$ cat config.mk
export PLATFORM = sky130hd
export DESIGN_NAME = rwts_loader
export DESIGN_NICKNAME = d
export VERILOG_FILES = /design/src/rtl/core/reversed_word_table_search_defines.svh /design/src/rtl/core/rwts_pkg.sv /design/src/rtl/core/rwts_loader.sv
export SDC_FILE = /design/constraint.sdc
export NUM_CORES = 1
export LEC_CHECK = 0
export BUFFER_PORTS_ARGS = -buffer_cell sky130_fd_sc_hd__buf_2
export CORE_UTILIZATION = 45
export CTS_BUF_LIST = sky130_fd_sc_hd__clkbuf_4
export CTS_CLUSTER_DIAMETER = 60
export DETAILED_ROUTE_END_ITERATION = 16
export MAX_ROUTING_LAYER = met4
export PLACE_DENSITY = 0.72
export RECOVER_POWER = 25
export SLEW_MARGIN = 40
export SYNTH_ARGS = -nofsm -noshare
export SYNTH_HDL_FRONTEND = slang
export SYNTH_SLANG_ARGS = --single-unit
$ cat constraint.sdc
create_clock -name clk_i -period 5.6 [get_ports clk_i]
set_input_delay 1.12 -clock clk_i [delete_from_list [all_inputs] [get_ports clk_i]]
set_output_delay 1.12 -clock clk_i [all_outputs]
set_load 0.01 [all_outputs]
$ cat src/rtl/core/reversed_word_table_search_defines.svh
// Assertion macros for the search RTL of the word table search.
`ifndef REVERSED_WORD_TABLE_SEARCH_DEFINES_SVH
`define REVERSED_WORD_TABLE_SEARCH_DEFINES_SVH

// Clocked assertion on clk_i, switched off while rst_ni is low.
`define RWTS_ASSERT(name, prop, msg) \
  name: assert property (@(posedge clk_i) disable iff (!rst_ni) (prop)) else $error(msg);

// Implication form: whenever the antecedent holds, the consequent holds too.
`define RWTS_ASSERT_IMP(name, ante, cons, msg) \
  `RWTS_ASSERT(name, (ante) |-> (cons), msg)

`endif

$ cat src/rtl/core/rwts_pkg.sv
package rwts_pkg;

  // Table geometry.
  localparam int unsigned MAX_WORDS  = 1024;
  localparam int unsigned WORD_CHARS = 28;
  localparam int unsigned CHAR_DEPTH = MAX_WORDS * WORD_CHARS;
  localparam int unsigned CHAR_AW    = $clog2(CHAR_DEPTH);
  localparam int unsigned WIDX_W     = $clog2(MAX_WORDS);
  localparam int unsigned CNT_W      = $clog2(MAX_WORDS + 1);
  localparam int unsigned LEN_W      = $clog2(WORD_CHARS + 1);
  localparam int unsigned FL_W       = CNT_W + 1;

  // Fixed field widths of the stream words.
  localparam int unsigned IDX_W   = 10;
  localparam int unsigned CHAR_W  = 8;
  localparam int unsigned MATCH_W = 11;
  localparam int unsigned OP_W    = 2;

  typedef enum logic [OP_W-1:0] {
    OP_APPEND = 2'd0,
    OP_QUERY  = 2'd1,
    OP_CLEAR  = 2'd2
  } opcode_e;

  // Write port of the character store.
  typedef struct packed {
    logic               we;
    logic [CHAR_AW-1:0] addr;
    logic [CHAR_W-1:0]  data;
  } char_wr_t;

  // Write port of the length store.
  typedef struct packed {
    logic              we;
    logic [WIDX_W-1:0] addr;
    logic [LEN_W-1:0]  data;
  } len_wr_t;

  // One search result.
  typedef struct packed {
    logic               found;
    logic [MATCH_W-1:0] match_line;
    logic               bad_index;
  } res_t;

endpackage

$ cat src/rtl/core/rwts_loader.sv
module rwts_loader import rwts_pkg::*; (
  input  logic              clk_i,
  input  logic              rst_ni,
  input  logic              append_i,
  input  logic              clear_i,
  input  logic [CHAR_W-1:0] char_i,
  input  logic              eow_i,
  output char_wr_t          char_wr_o,
  output len_wr_t           len_wr_o,
  output logic [CNT_W-1:0]  word_count_o
);

  logic [CNT_W-1:0] word_count_q, word_count_d;
  logic [LEN_W-1:0] load_len_q, load_len_d;
  logic             room;
  logic             keep_char;
  logic [LEN_W-1:0] len_next;

  // A character is kept while the table has room and the word is not full.
  assign room      = word_count_q < CNT_W'(MAX_WORDS);
  assign keep_char = room && (load_len_q < LEN_W'(WORD_CHARS));
  assign len_next  = keep_char ? load_len_q + LEN_W'(1) : load_len_q;

  // Store ports.
  always_comb begin
    char_wr_o.we   = append_i && keep_char;
    char_wr_o.addr = CHAR_AW'(CHAR_AW'(word_count_q) * CHAR_AW'(WORD_CHARS))
                     + CHAR_AW'(load_len_q);
    char_wr_o.data = char_i;
    len_wr_o.we    = append_i && eow_i && room;
    len_wr_o.addr  = WIDX_W'(word_count_q);
    len_wr_o.data  = len_next;
  end

  // Word count and length of the word being loaded.
  always_comb begin
    word_count_d = word_count_q;
    load_len_d   = load_len_q;
    priority if (clear_i) begin
      word_count_d = '0;
      load_len_d   = '0;
    end else if (append_i) begin
      load_len_d = len_next;
      if (eow_i) begin
        load_len_d = '0;
        if (room) begin
          word_count_d = word_count_q + CNT_W'(1);
        end
      end
    end
  end

  always_ff @(posedge clk_i or negedge rst_ni) begin
    if (!rst_ni) begin
      word_count_q <= '0;
      load_len_q   <= '0;
    end else begin
      word_count_q <= word_count_d;
      load_len_q   <= load_len_d;
    end
  end

  assign word_count_o = word_count_q;

endmodule

Yosys cells after proc, flatten, opt, wreduce, memory -nomap -nowiden
Index checks and enable logic that the tools add are counted.
- output and inout port bits: 51
- bits in registers: 16
- reduce and logical (&&, ||, !) cells: 8
- magnitude comparators: 2
- $mul: 1
- muxes and demuxes: 8
- $add $sub $neg: 3
- operators by type and width (cell ; count):
    11-bit two-way mux ; 4
    5-bit two-way mux ; 4
    15-bit by 5-bit adder with 15-bit output ; 1
    11-bit by 3-bit multiplier with 13-bit output (second input constant) ; 1
    11-bit by 1-bit adder with 11-bit output (second input constant) ; 1
    11-bit less-than comparator (second input constant) ; 1
    2-bit nonzero test ; 3
    5-bit by 1-bit adder with 5-bit output (second input constant) ; 1
    5-bit less-than comparator (second input constant) ; 1
    1-bit logical AND ; 4
    3-bit AND reduction ; 1

Logic depth before layout (Yosys ltp)
- word-level depth: 6
- gate-level depth with buffers: 10

Least setup slack after synthesis
OpenSTA, ideal clock, no wires.
- path kind: register to output
- start: reg word_count_q[2], in the netlist word_count_o[2]
- end: out char_wr_o[21] (netlist name)
- path slack: 1.445 ns
- cell stages (with the launch flop): 11
- required time: 4.480 ns
- arrival: 3.035 ns
- cell sequence: dfrtp_1 -> fa_1 -> ha_1 -> fa_1 -> a21o_1 -> a41oi_2 -> o21ai_4 -> o22ai_1 -> xor2_1 -> nor3_1 -> xnor2_1
- RTL lines (element ; line ; source):
    from (decl) ; rwts_loader.sv:13 ; logic [CNT_W-1:0] word_count_q, word_count_d;
    from (signal assigned) ; rwts_loader.sv:58 ; word_count_q <= word_count_d;
    to (decl) ; rwts_loader.sv:8 ; output char_wr_t char_wr_o,

==> impl_metrics.json <==
{
  "drive_gt1_frac": 0.260,
  "drtIter0Drc": 75,
  "dieWidth_um": 69.9,
  "syn_inst": 219,
  "post-dp-hpwl_um": 2970,
  "setup_tns_ns": 0,
  "start_util": 0.474,
  "powerDensity_nw_per_um2": 93.8,
  "synthDistinctLibCells": 44,
  "async_flop_share": 1.00,
  "clk_path_buf_depth": 2,
  "vias": 1585,
  "synthToLayoutAreaGrowth_pct": 7.59,
  "grt_start_max_net_pins": 17,
  "fp.dieH_um": 69.9,
  "cpMostUsedCell": "fa_1",
  "stdcell_count": 298,
  "io_pins": 64,
  "worst-endpoint-arrival_ns": 3.54,
  "clkTransAtPathRegs_ns": 0.09,
  "hold_path.class": "reg2reg",
  "grt_pass1_wl_um": 6600,
  "setup_violations": 0,
  "layout_setup_ws_ns": 0.944,
  "place_inst": 295,
  "place.gp.congestion": 0.810,
  "nets": 297,
  "final_util": 0.510,
  "crit_type": "reg2out",
  "maxSlewViolCount": 0,
  "vias_per_cell": 5.32,
  "drt_drc_violations_left": 0,
  "ant_nets": 0,
  "path_cells": "fa_1 > ha_1 > fa_1 > a21o_1 > a41oi_2 > o21ai_4 > a221o_1 > a21oi_2 > xor2_1 > xnor2_1 > buf_2",
  "firstDrtPassIters": 4,
  "syn_nets": 268,
  "syn_area_um2": 2080,
  "antenna_found_initial": 0,
  "ctsResizeCount": 0,
  "dieArea_um2": 4890,
  "cts_setup_buffers": 0,
  "cpLargestDelayFamily": "adder cells",
  "fillCellCount": 424,
  "period_minus_slack_ns": 4.66,
  "synth_area_per_cell_um2": 9.48,
  "clkSinkCount": 16,
  "p_leak_nw": 1.22,
  "cp.required_ns": 4.48,
  "run_status": "finished, final reports clean",
  "grtUsageTotal": 0.170,
  "slew_headroom": 0.424,
  "cp_num_buf_inv": 1,
  "cp_slowest_cell": "dfrtp_1",
  "synth_edf_count": 0,
  "timing.final.crit_share": 0.831,
  "max_freq_ghz": 0.215,
  "critPathMaxFanout": 10,
  "numPortBuffers": 47,
  "ys_ff_latch": 16,
  "htreeDepth": 1,
  "grt_pass1_vias": 1431,
  "antenna_cells": 0,
  "gr-total-overflow": 0,
  "cts_buffers": 3,
  "routedWlPerCell_um": 12.8,
  "cts-root-buf": "clkbuf_4",
  "startpoint_type": "flop",
  "finClkSkew_ns": 0.000533,
  "critPathMaxStageDelay_ns": 0.55,
  "yosysWarningCount": 0,
  "maxCapViolCount": 0,
  "peakVddDrop_mv": 0.0643,
  "hold_viol_final": 0,
  "end_kind": "output pin",
  "ys_seq_area_frac": 0.193,
  "core_area_um2": 4380,
  "clk_latency_ns": 0.28,
  "whs_ns": 0.685,
  "worstMarginPinSlew_ns": 0.863,
  "reg2reg_slack_ns": 3.70,
  "cts_hold_buffers": 0,
  "drt-total-wl_um": 3820,
  "fp-row-count": 24,
  "rsz0062_at_grt": "false",
  "ys.flop_type": "dfrtp_1",
  "cts_tree": "built",
  "place_ws_ns": 1.25
}
-- area by class of cell --
cell class,instances,area [um^2],area share
inverter,6,22.5,0.0101
timing repair buffer,47,233,0.104
tap,52,65.1,0.0291
clock buffer,3,22.5,0.0101
multi-input combinational,174,1490,0.667
sequential,16,400,0.179
-- power by group --
part	internal (W)	total [W]	switching, W	leakage (nW)
combinational	0.0000119	0.0000304	0.0000186	0.982
sequential	0.000117	0.000120	0.00000320	0.222
clock	0.0000250	0.0000592	0.0000342	0.0138
-- worst paths after layout --
check	from	end	cells after the start
max	word_count_o[2]$_DFFE_PN0P_	char_wr_o[22]	11
max reg2reg	word_count_o[10]$_DFFE_PN0P_	word_count_o[9]$_DFFE_PN0P_	6
min in group asynchronous	rst_ni	load_len_q[3]$_DFFE_PN0P_	1
min reg2reg	load_len_q[0]$_DFFE_PN0P_	load_len_q[0]$_DFFE_PN0P_	2
max in group asynchronous	rst_ni	word_count_o[8]$_DFFE_PN0P_	1
min	load_len_q[0]$_DFFE_PN0P_	load_len_q[0]$_DFFE_PN0P_	2
-- registers in the layout, indices dropped and copies added (netlist names) --
signal        flops
word_count_o     11
load_len_q        5
-- kinds of logic after synthesis --
logic type	Yosys count	share of synthesized area
adder cells (fa/ha/maj)	36	0.260
XOR/XNOR	29	0.126
buffers and inverters	29	0.0892
AO/OA/AOI/OAI	47	0.184
multiplexers	1	0.00542
AND/OR/NAND/NOR	61	0.142
flip-flops	16	0.193
-- per-stage QoR --
| step | power (W) | area, um^2 |
|---|---|---|
| 6_report | 0.000210 | 2230 |
| 3_5_place_dp | 0.000153 | 2210 |
| 5_1_grt | 0.000224 | 2230 |
| 2_1_floorplan | 0.000148 | 2080 |
| 3_3_place_gp | 0.000153 | 2210 |
| 4_1_cts | 0.000213 | 2240 |
-- per-layer routing --
metal	share of wire	wire length, um	GRT usage	vias to the layer above
met5	0	0	-	-
met4	0.0058	22	0.0333	0
met3	0.046	177	0.0274	6
met2	0.46	1740	0.269	45
met1	0.49	1880	0.232	734
li1	-	-	-	800
-- placed cells by master, fill, tap and decap left out, drive strengths merged, types with 6 or more instances in the layout --
| master | count |
|---|---|
| buf | 45 |
| nor2 | 24 |
| ha | 24 |
| dfrtp | 16 |
| xnor2 | 16 |
| xor2 | 13 |
| fa | 12 |
| a21oi | 12 |
| nand2 | 11 |
| o21ai | 9 |
| nor2b | 6 |
| nand3 | 6 |
-- synthesized netlist by cell type (5+ instances only) --
| cell | count | area [um^2] |
|---|---|---|
| inv_1 | 5 | 18.8 |
| o21ai_0 | 6 | 30.0 |
| nand2_1 | 11 | 41.3 |
| xor2_1 | 13 | 114 |
| a21oi_1 | 11 | 55.1 |
| fa_1 | 12 | 240 |
| nor2b_1 | 6 | 37.5 |
| dfrtp_1 | 16 | 400 |
| xnor2_1 | 15 | 131 |
| ha_1 | 24 | 300 |
| buf_4 | 20 | 150 |
| nor2_1 | 24 | 90.1 |
| nand3_1 | 6 | 30.0 |
-- tightest hold or removal path, cell delays in order (launching register included) --
cell and delay (ns):
dfrtp_1 0.45, a22oi_1 0.12, nor2_1 0.08
Note: power is estimated with default switching activity, not from simulation.
