$ cat src/rtl/core/reversed_word_table_search_defines.svh
// Assertion macros for the search RTL of the word table search.
`ifndef REVERSED_WORD_TABLE_SEARCH_DEFINES_SVH
`define REVERSED_WORD_TABLE_SEARCH_DEFINES_SVH

// Clocked assertion on clk_i, switched off while rst_ni is low.
`define RWTS_ASSERT(name, prop, msg) \
  name: assert property (@(posedge clk_i) disable iff (!rst_ni) (prop)) else $error(msg);

// Implication form: whenever the antecedent holds, the consequent holds too.
`define RWTS_ASSERT_IMP(name, ante, cons, msg) \
  `RWTS_ASSERT(name, (ante) |-> (cons), msg)

`endif

$ cat src/rtl/core/rwts_pkg.sv
package rwts_pkg;

  // Table geometry.
  localparam int unsigned MAX_WORDS  = 1024;
  localparam int unsigned WORD_CHARS = 28;
  localparam int unsigned CHAR_DEPTH = MAX_WORDS * WORD_CHARS;
  localparam int unsigned CHAR_AW    = $clog2(CHAR_DEPTH);
  localparam int unsigned WIDX_W     = $clog2(MAX_WORDS);
  localparam int unsigned CNT_W      = $clog2(MAX_WORDS + 1);
  localparam int unsigned LEN_W      = $clog2(WORD_CHARS + 1);
  localparam int unsigned FL_W       = CNT_W + 1;

  // Fixed field widths of the stream words.
  localparam int unsigned IDX_W   = 10;
  localparam int unsigned CHAR_W  = 8;
  localparam int unsigned MATCH_W = 11;
  localparam int unsigned OP_W    = 2;

  typedef enum logic [OP_W-1:0] {
    OP_APPEND = 2'd0,
    OP_QUERY  = 2'd1,
    OP_CLEAR  = 2'd2
  } opcode_e;

  // Write port of the character store.
  typedef struct packed {
    logic               we;
    logic [CHAR_AW-1:0] addr;
    logic [CHAR_W-1:0]  data;
  } char_wr_t;

  // Write port of the length store.
  typedef struct packed {
    logic              we;
    logic [WIDX_W-1:0] addr;
    logic [LEN_W-1:0]  data;
  } len_wr_t;

  // One search result.
  typedef struct packed {
    logic               found;
    logic [MATCH_W-1:0] match_line;
    logic               bad_index;
  } res_t;

endpackage

$ cat src/rtl/core/rwts_search.sv
`include "reversed_word_table_search_defines.svh"

module rwts_search import rwts_pkg::*; (
  input  logic               clk_i,
  input  logic               rst_ni,
  input  logic               start_i,
  input  logic [IDX_W-1:0]   idx_i,
  input  logic [CNT_W-1:0]   word_count_i,
  output logic               busy_o,
  output logic [WIDX_W-1:0]  len_a_addr_o,
  input  logic [LEN_W-1:0]   len_a_data_i,
  output logic [WIDX_W-1:0]  len_b_addr_o,
  input  logic [LEN_W-1:0]   len_b_data_i,
  output logic [CHAR_AW-1:0] char_q_addr_o,
  input  logic [CHAR_W-1:0]  char_q_data_i,
  output logic [CHAR_AW-1:0] char_t_addr_o,
  input  logic [CHAR_W-1:0]  char_t_data_i,
  output logic               res_valid_o,
  input  logic               res_ready_i,
  output res_t               res_o
);

  localparam logic [2:0] S_IDLE = 3'd0;
  localparam logic [2:0] S_QLEN = 3'd1;
  localparam logic [2:0] S_MID  = 3'd2;
  localparam logic [2:0] S_LEN  = 3'd3;
  localparam logic [2:0] S_CMP  = 3'd4;
  localparam logic [2:0] S_OUT  = 3'd5;

  logic [2:0]              state_q, state_d;
  logic [WIDX_W-1:0]       idx_q, idx_d;
  logic [LEN_W-1:0]        qlen_q, qlen_d;
  logic [LEN_W-1:0]        tlen_q, tlen_d;
  logic [LEN_W-1:0]        n_q, n_d;
  logic [LEN_W-1:0]        rd_i_q, rd_i_d;
  logic                    pend_q, pend_d;
  logic [CHAR_AW-1:0]      qend_q, qend_d;
  logic [CHAR_AW-1:0]      ptr_q_q, ptr_q_d;
  logic [CHAR_AW-1:0]      ptr_t_q, ptr_t_d;
  logic signed [FL_W-1:0]  first_q, first_d;
  logic signed [FL_W-1:0]  last_q, last_d;
  logic [WIDX_W-1:0]       mid_q, mid_d;
  res_t                    res_q, res_d;
  logic signed [FL_W:0]    fl_sum;
  logic [WIDX_W-1:0]       mid_calc;
  logic                    byte_ne;
  logic                    byte_gt;

  // Midpoint of the live range; the sum is never negative inside the loop.
  assign fl_sum   = (FL_W+1)'(first_q) + (FL_W+1)'(last_q);
  assign mid_calc = WIDX_W'(fl_sum >>> 1);

  assign byte_ne = char_q_data_i != char_t_data_i;
  assign byte_gt = char_q_data_i > char_t_data_i;

  // Store read addresses.
  assign len_a_addr_o  = WIDX_W'(idx_i);
  assign len_b_addr_o  = mid_calc;
  assign char_q_addr_o = ptr_q_q;
  assign char_t_addr_o = ptr_t_q;

  // Sequencer: query length, then one probe after another, one byte a cycle; a bad index goes straight to the output.
  always_comb begin
    state_d = state_q;
    idx_d   = idx_q;
    qlen_d  = qlen_q;
    tlen_d  = tlen_q;
    n_d     = n_q;
    rd_i_d  = rd_i_q;
    pend_d  = pend_q;
    qend_d  = qend_q;
    ptr_q_d = ptr_q_q;
    ptr_t_d = ptr_t_q;
    first_d = first_q;
    last_d  = last_q;
    mid_d   = mid_q;
    res_d   = res_q;
    unique case (state_q)
      S_IDLE: begin
        if (start_i) begin
          if (32'(idx_i) >= 32'(word_count_i)) begin
            res_d.found      = 1'b0;
            res_d.match_line = '0;
            res_d.bad_index  = 1'b1;
            state_d          = S_OUT;
          end else begin
            idx_d   = WIDX_W'(idx_i);
            state_d = S_QLEN;
          end
        end
      end
      S_QLEN: begin
        qlen_d  = len_a_data_i;
        qend_d  = CHAR_AW'(CHAR_AW'(idx_q) * CHAR_AW'(WORD_CHARS))
                  + CHAR_AW'(len_a_data_i) - CHAR_AW'(1);
        first_d = '0;
        last_d  = FL_W'(word_count_i) - FL_W'(1);
        state_d = S_MID;
      end
      S_MID: begin
        if (first_q > last_q) begin
          res_d.found      = 1'b0;
          res_d.match_line = '0;
          res_d.bad_index  = 1'b0;
          state_d          = S_OUT;
        end else begin
          mid_d   = mid_calc;
          state_d = S_LEN;
        end
      end
      S_LEN: begin
        tlen_d  = len_b_data_i;
        n_d     = (qlen_q < len_b_data_i) ? qlen_q : len_b_data_i;
        ptr_t_d = CHAR_AW'(CHAR_AW'(mid_q) * CHAR_AW'(WORD_CHARS));
        ptr_q_d = qend_q;
        rd_i_d  = '0;
        pend_d  = 1'b0;
        state_d = S_CMP;
      end
      S_CMP: begin
        priority if (pend_q && byte_ne) begin
          // First differing byte decides.
          if (byte_gt) begin
            first_d = FL_W'(mid_q) + FL_W'(1);
          end else begin
            last_d = FL_W'(mid_q) - FL_W'(1);
          end
          state_d = S_MID;
        end else if (rd_i_q == n_q) begin
          // Common prefix equal: the shorter word is the smaller one.
          if (qlen_q > tlen_q) begin
            first_d = FL_W'(mid_q) + FL_W'(1);
            state_d = S_MID;
          end else if (qlen_q < tlen_q) begin
            last_d  = FL_W'(mid_q) - FL_W'(1);
            state_d = S_MID;
          end else begin
            res_d.found      = 1'b1;
            res_d.match_line = MATCH_W'(mid_q) + MATCH_W'(1);
            res_d.bad_index  = 1'b0;
            state_d          = S_OUT;
          end
        end else begin
          // Issue the next byte pair; the query word is read backward.
          ptr_t_d = ptr_t_q + CHAR_AW'(1);
          ptr_q_d = ptr_q_q - CHAR_AW'(1);
          rd_i_d  = rd_i_q + LEN_W'(1);
          pend_d  = 1'b1;
        end
      end
      S_OUT: begin
        if (res_ready_i) begin
          state_d = S_IDLE;
        end
      end
      default: begin
        state_d = S_IDLE;
      end
    endcase
  end

  always_ff @(posedge clk_i or negedge rst_ni) begin
    if (!rst_ni) begin
      state_q <= S_IDLE;
    end else begin
      state_q <= state_d;
    end
  end

  always_ff @(posedge clk_i) begin
    idx_q   <= idx_d;
    qlen_q  <= qlen_d;
    tlen_q  <= tlen_d;
    n_q     <= n_d;
    rd_i_q  <= rd_i_d;
    pend_q  <= pend_d;
    qend_q  <= qend_d;
    ptr_q_q <= ptr_q_d;
    ptr_t_q <= ptr_t_d;
    first_q <= first_d;
    last_q  <= last_d;
    mid_q   <= mid_d;
    res_q   <= res_d;
  end

  assign busy_o      = state_q != S_IDLE;
  assign res_valid_o = state_q == S_OUT;
  assign res_o       = res_q;

  // Checks on the sequencer.
  `RWTS_ASSERT_IMP(a_start_idle, start_i, state_q == S_IDLE,
                   "query started while a search is running")
  `RWTS_ASSERT_IMP(a_probe_range, state_q == S_LEN, CNT_W'(mid_q) < word_count_i,
                   "probe outside the stored words")
  `RWTS_ASSERT_IMP(a_byte_bound, state_q == S_CMP, rd_i_q <= n_q,
                   "byte counter ran past the common length")
  `RWTS_ASSERT_IMP(a_found_line, res_valid_o, res_o.found == (res_o.match_line != '0),
                   "found flag disagrees with the match line")
  `RWTS_ASSERT_IMP(a_bad_clean, res_valid_o && res_o.bad_index,
                   !res_o.found && (res_o.match_line == '0),
                   "bad index result carries a match")

endmodule

$ cat config.mk
export PLATFORM = sky130hd
export DESIGN_NAME = rwts_search
export DESIGN_NICKNAME = d
export VERILOG_FILES = /design/src/rtl/core/rwts_pkg.sv /design/src/rtl/core/rwts_search.sv
export VERILOG_INCLUDE_DIRS = /design/src /design/src/rtl/core
export SDC_FILE = /design/constraint.sdc
export NUM_CORES = 1
export LEC_CHECK = 0
export BUFFER_PORTS_ARGS = -buffer_cell sky130_fd_sc_hd__clkbuf_2
export CAP_MARGIN = 0
export CORE_MARGIN = 2
export CORE_UTILIZATION = 45
export CTS_CLUSTER_DIAMETER = 150
export DETAILED_ROUTE_END_ITERATION = 8
export GPL_ROUTABILITY_DRIVEN = 0
export GPL_TIMING_DRIVEN = 0
export PLACE_DENSITY = 0.69
export SYNTH_ARGS = -nofsm -noshare
export SYNTH_HDL_FRONTEND = slang
export SYNTH_SLANG_ARGS = --single-unit
$ cat constraint.sdc
create_clock -name clk_i -period 4.25 [get_ports clk_i]
set_clock_uncertainty 0.05 [all_clocks]
set_input_delay 0.2125 -clock clk_i [delete_from_list [all_inputs] [get_ports clk_i]]
set_output_delay 0.2125 -clock clk_i [all_outputs]
set_load 0.02 [all_outputs]
Yosys cells after proc, flatten, opt, wreduce, memory -nomap -nowiden
Cells that the tools add are included.
Operators by class
  multiplexer cells: 41
  bitwise logic cells: 2
  equality and inequality tests: 22
  magnitude comparators: 6
  add/sub/neg operators: 10
  $mul: 2
  reductions and logical operators: 13
Operator list (count)
  two-way mux 12 bit: 9
  two-way mux 13 bit: 7
  two-way mux 15 bit: 4
  case mux 15 bit (2 select lines): 2
  case mux 12 bit (2 select lines): 2
  case mux 13 bit (3 select lines): 1
  subtractor 15 x 1 -> 15 bit (second input constant): 2
  multiplier 10 x 3 -> 13 bit (second input constant): 2
  two-way mux 3 bit: 8
  adder 10 x 1 -> 11 bit (second input constant): 2
  inequality test 3 bit (second input constant): 6
  case mux 3 bit (6 select lines): 1
  inequality test 2 bit (second input constant): 8
  adder 15 x 1 -> 15 bit (second input constant): 1
  adder 15 x 5 -> 15 bit: 1
  two-way mux 5 bit: 3
  greater-than comparator 12 bit: 1
  subtractor 11 x 1 -> 12 bit (second input constant): 1
  adder 11 bit: 1
  >= comparator 10 x 11 -> 1 bit: 1
  subtractor 10 x 1 -> 11 bit (second input constant): 1
  less-than comparator 5 bit: 2
  case mux 5 bit (2 select lines): 1
  AND reduction 3 bit: 3
  other kinds (20): 26
Word-level totals
  bits in registers: 126
  input bits: 51
  word-level logic and storage cells: 112
  output and inout port bits: 65

Longest topological paths before layout
  depth in word-level cells: 6
  gate-level depth with buffers: 15
  gate-level depth less buffers: 15

Least setup slack after synthesis
OpenSTA, ideal clock, no wires.
  path kind: register -> register
  start: reg idx_q[1]
  end: reg qend_q[14], data pin
  cell stages (with the launch flop): 14
  arrival: 3.378 ns
  data required time: 3.942 ns
  clock period less this slack: 3.686 ns
  buffers on the path: 0
  setup slack: 0.564 ns
  setup time: 0.258 ns
  cells stage by stage: edfxtp_1 > fa_1 > ha_1 > a21o_1 > a21oi_1 > xnor2_1 > inv_1 > ha_1 > or3_1 > o311a_1 > o41ai_2 > nand2b_1 > o21ai_2 > xor2_1
On the way
  cells in the longest elaborated chain, start to end: 3
RTL lines
  start, declared: RTL line rwts_search.sv:31  | logic [WIDX_W-1:0] idx_q, idx_d;
  start signal, assigned: RTL line rwts_search.sv:171  | idx_q <= idx_d;
  multiplier 10 x 3 -> 13 bit: RTL line rwts_search.sv:94  | qend_d = CHAR_AW'(CHAR_AW'(idx_q) * CHAR_AW'(WORD_CHARS))
  adder 15 x 5 -> 15 bit: RTL line rwts_search.sv:95  | + CHAR_AW'(len_a_data_i) - CHAR_AW'(1);
  subtractor 15 x 1 -> 15 bit: RTL line rwts_search.sv:95
  end signal, assigned: RTL line rwts_search.sv:177  | qend_q <= qend_d;
  end, declared: RTL line rwts_search.sv:37  | logic [CHAR_AW-1:0] qend_q, qend_d;
Every way passes these cells.
A chain may end at the register's enable or synchronous reset.

Final worst setup path
  start: reg idx_q[2]
  end: reg qend_q[14], data pin
The elaborated chain is that of the path after synthesis.

==> impl_metrics.csv <==
group,metric,value,unit
drt,via_per_inst,5.18,
power,internal_power,0.00549,W
synthesis,ys.warnings.count,0,
synthesis,netlist_area,0.00911,mm^2
clock_tree,cts_buffers,17,
clock_tree,clockBufferDepth,2,
synthesis,ys_seq_area_frac,0.410,
sta,final.min_clock_period,3.95,ns
global_route,grt_start_max_net_pins,22,
synthesis,synthesis.instances,873,
power,switching_power,0.00431,W
floorplanning,die_h,146,um
global_route,grt-ovfl-total,0,
setup_path,cp-start-kind,"flop",
drt,avgRoutedWirePerCell,15.5,um
clock_tree,cts_setup_buffers,0,
drt,wl,20.5,mm
setup_path,r2r_setup_slack,0.30,ns
sta,setup_viol,0,
power,pwr-share-seq,0.268,
flow_run,maxCapViolCount,0,
layout,fin_nets,1215,
clock_tree,cts-root-buf,"clkbuf_16",
placed_design,post-dp-hpwl,16.0,mm
sta,fmax,253,MHz
layout,drive_gt1_frac,0.178,
hold_path,min_path_type,"input port to async pin",
synthesis,synth_top_area_frac,0.402,
floorplanning,die-area,0.0214,mm^2
setup_path,critPathKind,"flop to flop",
synthesis,syn_avg_cell_area,10.4,um^2
global_route,grt_pass1_wl,33.2,mm
floorplanning,initial_utilization,0.455,
synthesis,synth_top_cell_by_area,"edfxtp_1",
synthesis,ys_ff_latch,125,
floorplanning,die_width,146,um
setup_path,cp.arrival,4.07,ns
power,finalPower,0.00981,W
synthesis,synthTopCellsByArea,"edfxtp_1 40%, ha_1 15%, xnor2_1 5.8%, fa_1 4.8%, inv_1 4.2%",
floorplanning,num_rows,52,
drt,antenna_left,0,
power,cellLeakagePower,4.78,nW
layout,area_growth_syn_to_layout,19.8,%
drt,drtPass1Iterations,4,
setup_path,regToRegEndpoint,"qend_q[14]",
layout,diodes,0,
sta,relSlewSlack,0.202,
setup_path,cp_max_fo,3,
power,p_sw_frac,0.440,
sta,setup_tns,0,ns
setup_path,end_kind,"flop",
clock_tree,htree_num_levels,4,
global_route,track_usage,0.199,
synthesis,async_reset_ff_frac,0.0240,
drt,drc_errors,0,
global_route,antenna_found_initial,0,
setup_path,reg2reg_from,"idx_q[2]",
sta,worst_pin_slew,1.20,ns
clock_tree,cts_tree,"built",
clock_tree,cts_resized,0,
placed_design,io_buffers,115,
synthesis,synth_cell_types,63,
sta,timing.final.crit_share,0.930,
clock_tree,clock_sinks,125,
setup_path,reg2reg_depth,13,
drt,num_vias,6813,
sta,timing_hold_violations_final,0,
floorplanning,num_io_pins,116,
synthesis,synth-edff-count,122,
clock_tree,worstSkewPairLatency,0.43,ns
clock_tree,path_clk_slew,0.06,ns
floorplanning,core_area,0.0200,mm^2
layout,mostFrequentLayoutCells,"122 x edfxtp_1, 115 x clkbuf_2, 109 x ha_1, 101 x inv_1, 77 x nor2_1",
power,clkPwrFrac,0.148,
power,pwr-share-comb,0.585,
setup_path,worstPathRequired,4.37,ns
synthesis,syn_nets,1055,
clock_tree,cts-hold-fix-buffers,22,
layout,final_common_cell,"edfxtp_1",
power,vdd_drop_max,0.483,mV
power,powerDensity,899,mW/mm^2
status,status,"finished clean",
layout,fillers,1807,
synthesis,ys.flop_type,"edfxtp_1",
global_route,grt_pass1_vias,6808,
sta,rsz0062_at_grt,"false",
sta,final_max_slew_viol_count,0,
drt,first_iter_violations,311,
-- power groups by stage --
stage / combinational (W) / clock (W) / sequential [W]
2_1_floorplan: 0.00417 / 0 / 0.00275
3_3_place_gp: 0.00555 / 0 / 0.00265
3_5_place_dp: 0.00574 / 0 / 0.00264
4_1_cts: 0.00578 / 0.00146 / 0.00262
5_1_grt: 0.00646 / 0.00152 / 0.00268
6_report: 0.00574 / 0.00145 / 0.00262
-- cell type report --
class                      instances  area, um^2  area share
timing repair buffer             141         857      0.0785
inverter                         101         379      0.0347
clock buffer                      17         425      0.0390
buffer                            23         126      0.0116
tap                              270         338      0.0309
sequential                       125        3740       0.343
multi-input combinational        624        4890       0.448
clock inverter                    15         164      0.0150
-- stage by stage --
stage / hold WS [ns] / utilization / std cells / setup WS, ns / cell area [um^2]
3_3_place_gp: -0.0386 / 0.500 / 1258 / -0.734 / 10000
2_1_floorplan: -0.133 / - / 873 / 0.564 / 9110
3_5_place_dp: -0.0374 / 0.504 / 1262 / 0.291 / 10100
4_1_cts: 0.0844 / 0.545 / 1316 / 0.263 / 10900
6_report: 0.0860 / 0.545 / 1316 / 0.299 / 10900
5_1_grt: 0.0903 / 0.545 / 1316 / 0.0746 / 10900
-- worst max-delay path, cell delays in order, from the launching register on --
cell	delay, ns
edfxtp_1	0.49
fa_1	0.56
ha_1	0.32
a21o_1	0.20
a21oi_1	0.19
xnor2_1	0.17
inv_1	0.07
ha_1	0.22
or3_1	0.35
o311a_1	0.35
o41ai_2	0.35
nand2b_1	0.17
o21ai_2	0.06
xor2_1	0.16
-- sequential cells by signal, indices dropped and copies added (netlist names), 3 cells and up --
register       count
mid_q             10
first_q           11
idx_q             10
res_o             13
qlen_q             5
qend_q            15
char_t_addr_o     15
n_q                5
tlen_q             5
char_q_addr_o     15
rd_i_q             5
last_q            12
state_q            3
-- cell usage after synthesis, types with 3 or more instances --
library cell,n
xor2_1,27
edfxtp_1,122
buf_4,10
o31a_1,4
ha_1,109
o21ai_2,3
nand4_1,9
o21ai_0,44
a31oi_1,8
a21oi_1,46
clkbuf_1,10
nor3_1,14
or2_2,3
xnor2_1,60
a211o_1,3
a21boi_0,3
o21a_1,6
nor3b_1,5
dfrtp_1,3
and2_1,3
or4_1,3
and3_1,13
a21o_1,15
a211oi_1,6
nor2_1,77
fa_1,22
inv_1,101
mux2_2,5
nor2b_1,10
o31ai_1,4
nand3_1,17
o21bai_1,6
nand2_1,54
nand2b_1,9
-- routing by layer --
layer  vias up  share of wire  GRT usage
met5         -              0          0
met3        27          0.052     0.0359
met2       189           0.50      0.352
met1      3221           0.43      0.246
met4         0          0.020     0.0650
li1       3376              -          -
-- cells by family (layout without fill, tap and decap cells) --
group	count (synthesis)	count (layout)	synth area share
AOI/OAI and AO/OA	171	171	0.123
xor gates and xnor gates	87	87	0.0836
adders and majority gates	131	131	0.198
buffers and inverters	124	297	0.0555
DFF	125	125	0.410
muxes	5	5	0.00618
and+or+nand+nor	230	230	0.124
-- how the worst max path moves through the flow --
stage / to / cells past startpoint / slack, ns / startpoint
floorplan: qend_q[14] / 13 / 0.56 / idx_q[1]
finish: qend_q[14] / 13 / 0.30 / idx_q[2]
CTS: qend_q[14] / 13 / 0.26 / idx_q[1]
detailed placement: qend_q[14] / 13 / 0.29 / idx_q[1]
global route: qend_q[14] / 13 / 0.07 / idx_q[1]
global placement: char_t_addr_o[14] / 6 / -0.73 / state_q[0]
(Power assumes the default switching activity.)
